[src/hw/rtl/mce_pkg.sv]
// Shared types and constants for the multiset combination enumerator.
// No dependencies; every other file in hw/rtl except mce_req_if uses this package.
package mce_pkg;

  localparam int MAX_LENGTH_DEF = 16;
  localparam int VALUE_BITS_DEF = 8;
  localparam int RESULT_LIMIT   = 16;

  localparam int LEN_BITS       = 5;
  localparam int MAXV_BITS      = 8;
  localparam int POS_BITS       = 4;
  localparam int COORD_BITS     = 8;
  localparam int CFG_INDEX_BITS = 2;
  localparam int CFG_DATA_BITS  = 8;

  // register indexes on the config port
  localparam logic [CFG_INDEX_BITS-1:0] REG_VECTOR_LENGTH = 2'd0;
  localparam logic [CFG_INDEX_BITS-1:0] REG_MAX_VALUE     = 2'd1;

  typedef enum logic [1:0] {
    ST_IDLE,
    ST_SCAN,
    ST_EMIT,
    ST_EXH
  } state_t;

  // sequencer -> vector unit
  typedef struct packed {
    logic clear;
    logic write;
  } vec_ctl_t;

endpackage

[src/hw/rtl/mce_req_if.sv]
// Request channel: valid/ready plus the restart flag.
// Depends on nothing.
interface mce_req_if;
  logic valid;
  logic ready;
  logic restart;

  modport source (output valid, output restart, input ready);
  modport sink   (input valid, input restart, output ready);
endinterface

[src/hw/rtl/mce_res_if.sv]
// Result channel: valid/ready plus one coordinate item.
// Depends on mce_pkg for field widths.
interface mce_res_if;
  logic                             valid;
  logic                             ready;
  logic [mce_pkg::POS_BITS-1:0]     position;
  logic [mce_pkg::COORD_BITS-1:0]   coord_value;
  logic                             end_of_vector;
  logic                             final_vector;
  logic                             exhausted;

  modport source (output valid, output position, output coord_value, output end_of_vector,
                  output final_vector, output exhausted, input ready);
  modport sink   (input valid, input position, input coord_value, input end_of_vector,
                  input final_vector, input exhausted, output ready);
endinterface

[src/hw/rtl/mce_cfg_if.sv]
// Configuration write channel: valid/ready, register index and data.
// Depends on mce_pkg for field widths.
interface mce_cfg_if;
  logic                               valid;
  logic                               ready;
  logic [mce_pkg::CFG_INDEX_BITS-1:0] index;
  logic [mce_pkg::CFG_DATA_BITS-1:0]  data;

  modport source (output valid, output index, output data, input ready);
  modport sink   (input valid, input index, input data, output ready);
endinterface

[src/hw/rtl/multiset_combination_enumerator_core.sv]
// Top level of the lexicographic multiset combination enumerator.
// Depends on mce_pkg, mce_req_if, mce_res_if, mce_cfg_if and mce_vec_unit.
//
//   channel | dir | payload                                          | item
//   --------+-----+--------------------------------------------------+-----------------------
//   req     | in  | restart                                          | one request
//   res     | out | position, coord_value, end_of_vector,            | one coordinate
//           |     | final_vector, exhausted                          | (or exhausted marker)
//   cfg     | in  | index, data                                      | one register write
//
// Sequence: a request is accepted in idle, then scanned from the last coordinate
//   down, one compare per cycle, until an entry below the max is found; the L
//   coordinates are then emitted, one per cycle while res.ready allows; L is the
//   effective length. An exhausted request goes from idle to the exhausted
//   marker. All compares and increments share the single unit in mce_vec_unit.
// Reset: rst (synchronous) clears the vector, the finished flag and the
//   sequencer; vector_length and max_value come up as 1.
// Stalls: a result waits in the output register while res.ready is low; emission
//   pauses and resumes without loss. req.ready is high only between requests.
module multiset_combination_enumerator_core #(
  parameter int MAX_LENGTH = mce_pkg::MAX_LENGTH_DEF,
  parameter int VALUE_BITS = mce_pkg::VALUE_BITS_DEF
) (
  input logic   clk,
  input logic   rst,
  mce_req_if.sink   req,
  mce_res_if.source res,
  mce_cfg_if.sink   cfg
);

  // only the first RESULT_LIMIT coordinates can ever be used
  localparam int DEPTH = (MAX_LENGTH < mce_pkg::RESULT_LIMIT) ? MAX_LENGTH
                                                               : mce_pkg::RESULT_LIMIT;
  localparam int IW    = (DEPTH > 1) ? $clog2(DEPTH) : 1;

  // config registers
  logic [mce_pkg::LEN_BITS-1:0]  vec_len;
  logic [mce_pkg::MAXV_BITS-1:0] max_val;

  // sequencer state
  mce_pkg::state_t       state, state_next;
  logic [IW-1:0]         idx, idx_next;
  logic [IW-1:0]         pick, pick_next;
  logic                  found, found_next;
  logic [VALUE_BITS-1:0] vinc, vinc_next;
  logic                  finished, finished_next;

  // vector unit
  mce_pkg::vec_ctl_t     ctl;
  logic [VALUE_BITS-1:0] rd_data;
  logic                  below;
  logic [VALUE_BITS-1:0] rd_inc;
  logic [VALUE_BITS-1:0] top;

  // effective length as the index of the last coordinate
  logic [mce_pkg::LEN_BITS-1:0] len_sat;
  logic [IW-1:0]                last;

  // output register
  logic                           res_valid;
  logic                           slot_free;
  logic                           out_load;
  logic [mce_pkg::POS_BITS-1:0]   pos_next;
  logic [mce_pkg::COORD_BITS-1:0] coord_next;
  logic                           eov_next;
  logic                           fin_next;
  logic                           exh_next;

  assign cfg.ready = 1'b1;

  always_ff @(posedge clk) begin
    if (rst) begin
      vec_len <= mce_pkg::LEN_BITS'(1);
      max_val <= mce_pkg::MAXV_BITS'(1);
    end else if (cfg.valid) begin
      if (cfg.index == mce_pkg::REG_VECTOR_LENGTH) begin
        vec_len <= cfg.data[mce_pkg::LEN_BITS-1:0];
      end else if (cfg.index == mce_pkg::REG_MAX_VALUE) begin
        max_val <= cfg.data[mce_pkg::MAXV_BITS-1:0];
      end
    end
  end

  always_comb begin
    if (vec_len == '0) begin
      len_sat = mce_pkg::LEN_BITS'(1);
    end else if (vec_len > mce_pkg::LEN_BITS'(DEPTH)) begin
      len_sat = mce_pkg::LEN_BITS'(DEPTH);
    end else begin
      len_sat = vec_len;
    end
  end

  assign last = IW'(len_sat - mce_pkg::LEN_BITS'(1));
  assign top  = VALUE_BITS'(max_val);

  mce_vec_unit #(
    .DEPTH      (DEPTH),
    .VALUE_BITS (VALUE_BITS),
    .IW         (IW)
  ) u_vec (
    .clk     (clk),
    .rst     (rst),
    .ctl     (ctl),
    .idx     (idx),
    .wr_data (vinc),
    .top     (top),
    .rd_data (rd_data),
    .below   (below),
    .rd_inc  (rd_inc)
  );

  assign slot_free = !res_valid || res.ready;
  assign req.ready = (state == mce_pkg::ST_IDLE);

  always_ff @(posedge clk) begin
    if (rst) begin
      state    <= mce_pkg::ST_IDLE;
      idx      <= '0;
      pick     <= '0;
      found    <= 1'b0;
      finished <= 1'b0;
    end else begin
      state    <= state_next;
      idx      <= idx_next;
      pick     <= pick_next;
      found    <= found_next;
      finished <= finished_next;
    end
  end

  always_ff @(posedge clk) begin
    vinc <= vinc_next;
  end

  always_comb begin
    state_next    = state;
    idx_next      = idx;
    pick_next     = pick;
    found_next    = found;
    vinc_next     = vinc;
    finished_next = finished;
    ctl           = '0;
    out_load      = 1'b0;
    pos_next      = '0;
    coord_next    = '0;
    eov_next      = 1'b0;
    fin_next      = 1'b0;
    exh_next      = 1'b0;

    case (state)
      mce_pkg::ST_IDLE: begin
        if (req.valid) begin
          if (req.restart) begin
            ctl.clear     = 1'b1;
            finished_next = 1'b0;
          end
          if (finished && !req.restart) begin
            state_next = mce_pkg::ST_EXH;
          end else begin
            state_next = mce_pkg::ST_SCAN;
            idx_next   = last;
            found_next = 1'b0;
          end
        end
      end

      // rightmost entry below the max, one compare per cycle
      mce_pkg::ST_SCAN: begin
        if (below) begin
          found_next = 1'b1;
          pick_next  = idx;
          vinc_next  = rd_inc;
          idx_next   = '0;
          state_next = mce_pkg::ST_EMIT;
        end else if (idx == '0) begin
          state_next = mce_pkg::ST_EMIT;
        end else begin
          idx_next = idx - IW'(1);
        end
      end

      // emit coordinate idx; fill from pick onward in the same pass
      mce_pkg::ST_EMIT: begin
        if (slot_free) begin
          out_load   = 1'b1;
          pos_next   = mce_pkg::POS_BITS'(idx);
          coord_next = mce_pkg::COORD_BITS'(rd_data);
          eov_next   = (idx == last);
          fin_next   = !found;
          if (found && (idx >= pick)) begin
            ctl.write = 1'b1;
          end
          if (idx == last) begin
            if (!found) begin
              finished_next = 1'b1;
            end
            state_next = mce_pkg::ST_IDLE;
          end else begin
            idx_next = idx + IW'(1);
          end
        end
      end

      mce_pkg::ST_EXH: begin
        if (slot_free) begin
          out_load   = 1'b1;
          exh_next   = 1'b1;
          state_next = mce_pkg::ST_IDLE;
        end
      end

      default: begin
        state_next = mce_pkg::ST_IDLE;
      end
    endcase
  end

  always_ff @(posedge clk) begin
    if (rst) begin
      res_valid <= 1'b0;
    end else if (out_load) begin
      res_valid <= 1'b1;
    end else if (res.ready) begin
      res_valid <= 1'b0;
    end
  end

  always_ff @(posedge clk) begin
    if (out_load) begin
      res.position      <= pos_next;
      res.coord_value   <= coord_next;
      res.end_of_vector <= eov_next;
      res.final_vector  <= fin_next;
      res.exhausted     <= exh_next;
    end
  end

  assign res.valid = res_valid;

endmodule

[src/hw/rtl/mce_vec_unit.sv]
// Vector store with its single compare/increment unit, read at one index.
// Depends on mce_pkg (vec_ctl_t).
module mce_vec_unit #(
  parameter int DEPTH      = mce_pkg::RESULT_LIMIT,
  parameter int VALUE_BITS = mce_pkg::VALUE_BITS_DEF,
  parameter int IW         = 4
) (
  input  logic                  clk,
  input  logic                  rst,
  input  mce_pkg::vec_ctl_t     ctl,
  input  logic [IW-1:0]         idx,
  input  logic [VALUE_BITS-1:0] wr_data,
  input  logic [VALUE_BITS-1:0] top,
  output logic [VALUE_BITS-1:0] rd_data,
  output logic                  below,
  output logic [VALUE_BITS-1:0] rd_inc
);

  logic [VALUE_BITS-1:0] vec [DEPTH];

  always_ff @(posedge clk) begin
    if (rst || ctl.clear) begin
      for (int i = 0; i < DEPTH; i++) begin
        vec[i] <= '0;
      end
    end else if (ctl.write) begin
      vec[idx] <= wr_data;
    end
  end

  assign rd_data = vec[idx];
  assign below   = rd_data < top;
  assign rd_inc  = rd_data + VALUE_BITS'(1);

endmodule

[src/flat_wrapper.sv]
// flat-port wrapper written by rule: the top's interface ports become plain ports
module multiset_combination_enumerator_core_flat 
#(
  parameter int MAX_LENGTH = mce_pkg::MAX_LENGTH_DEF,
  parameter int VALUE_BITS = mce_pkg::VALUE_BITS_DEF
)
  (clk, rst, req_valid, req_restart, req_ready, res_valid, res_position, res_coord_value, res_end_of_vector, res_final_vector, res_exhausted, res_ready, cfg_valid, cfg_index, cfg_data, cfg_ready);
  mce_req_if req_i ();
  mce_res_if res_i ();
  mce_cfg_if cfg_i ();
  input logic clk;
  input logic rst;
  input wire logic [$bits(req_i.valid)-1:0] req_valid;
  input wire logic [$bits(req_i.restart)-1:0] req_restart;
  output wire logic [$bits(req_i.ready)-1:0] req_ready;
  output wire logic [$bits(res_i.valid)-1:0] res_valid;
  output wire logic [$bits(res_i.position)-1:0] res_position;
  output wire logic [$bits(res_i.coord_value)-1:0] res_coord_value;
  output wire logic [$bits(res_i.end_of_vector)-1:0] res_end_of_vector;
  output wire logic [$bits(res_i.final_vector)-1:0] res_final_vector;
  output wire logic [$bits(res_i.exhausted)-1:0] res_exhausted;
  input wire logic [$bits(res_i.ready)-1:0] res_ready;
  input wire logic [$bits(cfg_i.valid)-1:0] cfg_valid;
  input wire logic [$bits(cfg_i.index)-1:0] cfg_index;
  input wire logic [$bits(cfg_i.data)-1:0] cfg_data;
  output wire logic [$bits(cfg_i.ready)-1:0] cfg_ready;
  assign req_i.valid = req_valid;
  assign req_i.restart = req_restart;
  assign req_ready = req_i.ready;
  assign res_valid = res_i.valid;
  assign res_position = res_i.position;
  assign res_coord_value = res_i.coord_value;
  assign res_end_of_vector = res_i.end_of_vector;
  assign res_final_vector = res_i.final_vector;
  assign res_exhausted = res_i.exhausted;
  assign res_i.ready = res_ready;
  assign cfg_i.valid = cfg_valid;
  assign cfg_i.index = cfg_index;
  assign cfg_i.data = cfg_data;
  assign cfg_ready = cfg_i.ready;
  multiset_combination_enumerator_core #(.MAX_LENGTH(MAX_LENGTH), .VALUE_BITS(VALUE_BITS)) u_core (.clk(clk), .rst(rst), .req(req_i), .res(res_i), .cfg(cfg_i));
endmodule
[config.mk]
export PLATFORM = sky130hd
export DESIGN_NAME = multiset_combination_enumerator_core_flat
export DESIGN_NICKNAME = d
export VERILOG_FILES = /design/src/hw/rtl/mce_pkg.sv /design/src/hw/rtl/mce_req_if.sv /design/src/hw/rtl/mce_res_if.sv /design/src/hw/rtl/mce_cfg_if.sv /design/src/hw/rtl/multiset_combination_enumerator_core.sv /design/src/hw/rtl/mce_vec_unit.sv /design/src/flat_wrapper.sv
export SDC_FILE = /design/constraint.sdc
export NUM_CORES = 1
export LEC_CHECK = 0
export BUFFER_PORTS_ARGS = -buffer_cell sky130_fd_sc_hd__clkbuf_2
export CORE_ASPECT_RATIO = 2
export CORE_MARGIN = 1.5
export CORE_UTILIZATION = 48
export DETAILED_ROUTE_END_ITERATION = 16
export HOLD_SLACK_MARGIN = 0.05
export PLACE_DENSITY = 0.75
export SLEW_MARGIN = 0
export SYNTH_ARGS = -nofsm -noshare
export SYNTH_HDL_FRONTEND = slang
export SYNTH_SLANG_ARGS = --single-unit
[constraint.sdc]
create_clock -name clk -period 5.7 [get_ports clk]
set_input_delay 1.14 -clock clk [delete_from_list [all_inputs] [get_ports clk]]
set_output_delay 1.14 -clock clk [all_outputs]
set_load 0.05 [all_outputs]
# Yosys cells after proc, flatten, opt, wreduce, memory -nomap -nowiden
# Memories as Yosys holds them, arrays and structs flattened. A register that Yosys moved wholly into a read port is not among the register bits.
# Index checks and enable logic that the tools add are counted.
# totals
ramBits	128
register_bits	49
mem_count	1
out_inout_bits	18
latchBits	0
rom_bits	0
# classes
addsub	4
n_reduce_logical	25
mux	47
mul	0
n_bitwise	1
eq_ne	16
shifts	0
div	0
order_cmp	3
# mem_list
memory	depth	width	rd	rd_ports_with_merged_regs	wr	line_no	source
u_core.u_vec.vec	16	8	1	1	16	mce_vec_unit.sv:19	logic [VALUE_BITS-1:0] vec [DEPTH];
# op_table
cell	n
4-bit two-way mux	11
1-bit two-way mux	24
2-bit two-way mux	7
4-bit case mux with 3 select lines	1
6-bit AND reduction	2
2-bit inequality test, second input constant	5
8-bit by 1-bit adder with 8-bit output, second input constant	1
8-bit < comparator	1
8-bit two-way mux	1
2-bit by 1-bit inequality test with 1-bit output, second input constant	4
2-bit case mux with 4 select lines	1
8-bit OR reduction	1
4-bit by 1-bit subtractor with 4-bit output, second input constant	2
2-bit AND reduction	3
2-bit nonzero test	3
5-bit > comparator, second input constant	1
5-bit zero test	1
5-bit AND reduction	1
4-bit by 1-bit adder with 4-bit output, second input constant	1
2-bit by 1-bit == test with 1-bit output, second input constant	2
2-bit == test, second input constant	2
4-bit == test	1
4-bit greater-or-equal comparator	1
2-bit zero test	2
12 further kinds	17

# Depth between registers and ports, before layout
# logic_depth
word_depth	10
ltp_mapped	14
ltp_nobuf	11

# Hierarchy
# From an unflattened synthesis, not the netlist that was laid out.
# hier_totals
hier_cells	643
hier_area_um2	8615.8
# modules_own_cells
module	cells_each	area_per_inst_um2	n_inst
mce_vec_unit	420	6223.5	1
multiset_combination_enumerator_core	223	2392.3	1

# Worst setup path after synthesis
# No wires, ideal clock.
# synth_path
path_type	reg-to-reg
startpoint	register with a tool-made name
endpoint	register u_core.vinc[0] (enable)
setup_ns	0.301
path_slack_ns	1.629
period_less_slack_ns	4.071
t_arrival_ns	3.770
n_path_buf	4
stages_incl_launch_ff	13
required_time_ns	5.399
path_cell_list	dfxtp_1 -> buf_6 -> buf_6 -> buf_6 -> buf_6 -> mux4_1 -> mux4_2 -> ha_1 -> nand2_1 -> o21ai_0 -> a31oi_1 -> o31ai_2 -> inv_1
# synth_lines
item	line_no	source
to (signal assigned)	multiset_combination_enumerator_core.sv:133	vinc <= vinc_next;
to (decl)	multiset_combination_enumerator_core.sv:45	logic [VALUE_BITS-1:0] vinc, vinc_next;

==> results.txt <==
----------------------------------------------------
[Clock tree]
  Clock H-tree levels ... 4
  CTS clock-pin slew for the worst setup and hold paths ... 70 ps
  Post-cts resize count ... 0
  Longest Clk Path Bufs ... 2
  Total number of clock tree sinks ... 181
  Buffer count from post-CTS setup fixing ... 0
  Hold buffer count at cts ... 0
  Clock buffer count from CTS ... 17
  Root buffer cell ... clkbuf_16
  TritonCTS clock tree ... yes
  Insertion delay of the later-clocked pin in the worst-skew pair ... 440 ps

[Timing]
  Worst-case headroom to the max-slew limit ... 29.3%
  Worst-Margin Slew ... 1060 ps
  Final setup violation count ... 0
  Final Hold Violating Endpoints ... 0
  Fmax achieved ... 0.216 GHz
  Clock period minus final worst setup slack ... 4630 ps
  Sum of negative setup slack ... 0 ps
  Final Max Slew Viols ... 0
  Setup repair after global routing missed its margin ... no
  Post-route clock skew ... 8.51 ps
  Crit share post-route ... 81.3%

[Global route]
  Global-route wire length before repair ... 32100 µm
  Number of antenna violations at the first check in global routing ... 0
  GRT Util Overall ... 22.6%
  GRT overflow ... 0
  Vias in the first global route ... 5886
  Largest net degree at the start of global routing ... 27

[Critical path]
  Worst path arrival time ... 4760 ps
  Cell class contributing the biggest share of worst-path delay ... compound AO/OA/AOI/OAI gates
  Reg2Reg Depth ... 9
  Peak per-stage delay on the critical path ... 630 ps
  Largest fanout on the critical path ... 21
  Critical path depth ... 9
  Buffering stage count on the worst path with inverters included ... 2
  Worst-case register-to-register setup slack ... 1070 ps
  Data required time at the worst endpoint ... 5820 ps
  Critical Path Start Type ... register
  End point of the critical path ... u_core.vinc[3]$_DFFE_PP_
  Critical setup path kind ... register to register
  Cell-by-cell listing of the critical path ... buf_4, mux4_1, mux4_2, ha_1, nand2_1, o21ai_0, a31oi_1, o31ai_2, inv_1
  Worst R2R End ... u_core.vinc[3]$_DFFE_PP_
  Crit path capture type ... register
  Slowest CP cell ... dfxtp_2

[Run]
  Max Cap Viol ... 0

[Layout]
  Area used by multi-input combinational logic ... 0.00356 mm²
  Fraction of final layout cells with drive strength greater than 1 ... 16.7%
  P&R area growth vs syn ... 11.3%
  Diodes inserted ... 0
  Most common library cell in the layout ignoring fill and taps ... edfxtp_1
  Commonest non-fill, non-tap cells in the layout ... edfxtp_1, and2_1, nor2_1
  Register area ... 0.00514 mm²
  Filler cell count in the final layout ... 1463
  Number of nets in the layout ... 732

[Pwr]
  Power density over the cells ... 448 mW/mm²
  Pwr Total ... 4.46 mW
  Leak pwr ... 3.78 nW
  Largest voltage drop on the vdd net ... 221 µV

[Die]
  IO Pins ... 34
  Effective utilization at floorplan ... 48.9%
  Count of standard-cell rows ... 70
  Horiz. Die Dim ... 99.5 µm
  Die height ... 196 µm
  Die area ... 0.0195 mm²
  Core Region ... 0.0183 mm²

[Yosys]
  Post-synth EDFFs ... 151
  Share of flip-flops with an asynchronous set or reset ... 0%
  Top cell type's share of synthesized area ... 50.7%
  Average size of a mapped cell ... 13.5 µm²
  Synthesized netlist cell count ... 661
  Largest cells by area after synthesis ... edfxtp_1, and2_1, dfxtp_1
  Primary FF master, synth ... edfxtp_1
  Post-synthesis cell type with the largest combined area ... edfxtp_1
  Area of the mapped netlist ... 0.00895 mm²
  Sequential cell area fraction in the yosys report ... 57.4%
  Number of synthesized register bits ... 181
  Yosys warning count ... 0
  Post-synth net total ... 699
  Synth cell types ... 56

[Placed design]
  Dpl hpwl ... 15900 µm
  PortBufs ... 32
  Final estimated routing congestion in global placement ... 0.913

[Detailed routing]
  Via count of the routed design ... 5461
  Final routed DRC violation total ... 0
  Post-detailed-route via-to-cell ratio ... 5.92
  Detailed router's first-iteration violation count ... 357
  Detailed Route WL ... 21100 µm
  Number of antenna-violating nets in the routed design ... 0
  Average wire per cell in the routed design ... 22.9 µm
  First-pass iteration count of the detailed router ... 5

[Worst hold path]
  Hold crit path type ... register to register

[Status]
  Result of the run ... finished, final reports clean

----------------------------------------------------
[cells in the mapped netlist, types with 14 or more instances]
| library cell | count |
|---|---|
| nor2_1 | 37 |
| o21ai_0 | 14 |
| nand2_1 | 21 |
| and2_1 | 135 |
| ha_1 | 22 |
| nand2b_1 | 23 |
| clkbuf_1 | 21 |
| mux2i_1 | 20 |
| edfxtp_1 | 151 |
| dfxtp_1 | 30 |
| inv_1 | 26 |
| mux4_2 | 21 |
[stage by stage]
stage          area, µm²  hold WS, ps  std cells  setup slack, ps  util (%)
5_1_grt             9960          537        923              709      54.4
2_1_floorplan       8950          444        661             1630         -
6_report            9960          505        923             1070      54.4
3_3_place_gp        9320          460        891             1200      50.9
4_1_cts             9960          512        923             1020      54.4
3_5_place_dp        9320          496        891             1080      50.9
[worst min-delay path, stage by stage (launching register included)]
cell and delay (ps):
dfxtp_1 330, mux2i_1 70, nor2_1 70
[routing by layer]
metal	routed length [µm]	track usage (%)
met1	6780	20.3
met2	12000	43.0
met3	699	3.78
met4	1610	17.5
met5	0	0
[cells by family after synthesis]
kind of cell	after synthesis	share of synthesized area [%]
compound gates	69	6.05
flops	181	57.4
other cells	1	0.0419
xor+xnor	13	1.43
buf+inv	57	2.84
simple gates	264	18.1
mux	54	11.0
fa+ha+maj	22	3.08
[state kept, by name (all words and copies together) (netlist names), named ones only]
register,cells
u_core.vec_len,5
u_core.u_vec.vec,128
u_core.res.position,4
u_core.res.coord_value,8
u_core.res.end_of_vector,1
u_core.pick,4
u_core.vinc,8
u_core.res.exhausted,1
u_core.state,2
u_core.found,1
u_core.max_val,8
u_core.res.valid,1
u_core.finished,1
u_core.res.final_vector,1
u_core.idx,4
[how the worst min path moves through the flow]
stage | end | cells after the start | slack, ps | from
6_report | u_core.max_val[1]$_SDFFE_PP0P_ | 2 | 500 | u_core.max_val[1]$_SDFFE_PP0P_
5_1_grt | u_core.max_val[4]$_SDFFE_PP0P_ | 2 | 540 | u_core.max_val[4]$_SDFFE_PP0P_
4_1_cts | u_core.max_val[4]$_SDFFE_PP0P_ | 2 | 510 | u_core.max_val[4]$_SDFFE_PP0P_
3_5_place_dp | u_core.max_val[4]$_SDFFE_PP0P_ | 2 | 500 | u_core.max_val[4]$_SDFFE_PP0P_
3_3_place_gp | u_core.finished$_SDFFE_PP0P_ | 2 | 460 | u_core.finished$_SDFFE_PP0P_
2_1_floorplan | u_core.finished$_SDFFE_PP0P_ | 2 | 440 | u_core.finished$_SDFFE_PP0P_
[area by class of cell]
type                    count  share of cell area, %
repair buffers             45                   2.59
multi-input cells         423                   35.7
clock inverters            13                   2.05
well taps                 216                   2.71
clock buffers              19                   4.35
inverters                  26                  0.980
flip-flops and latches    181                   51.6
[report_power, final]
part / switching (mW) / internal [mW]
Clock: 0.503 / 0.777
Sequential: 0.193 / 1.67
Combinational: 0.876 / 0.438
Power figures use the tool's default switching activity.
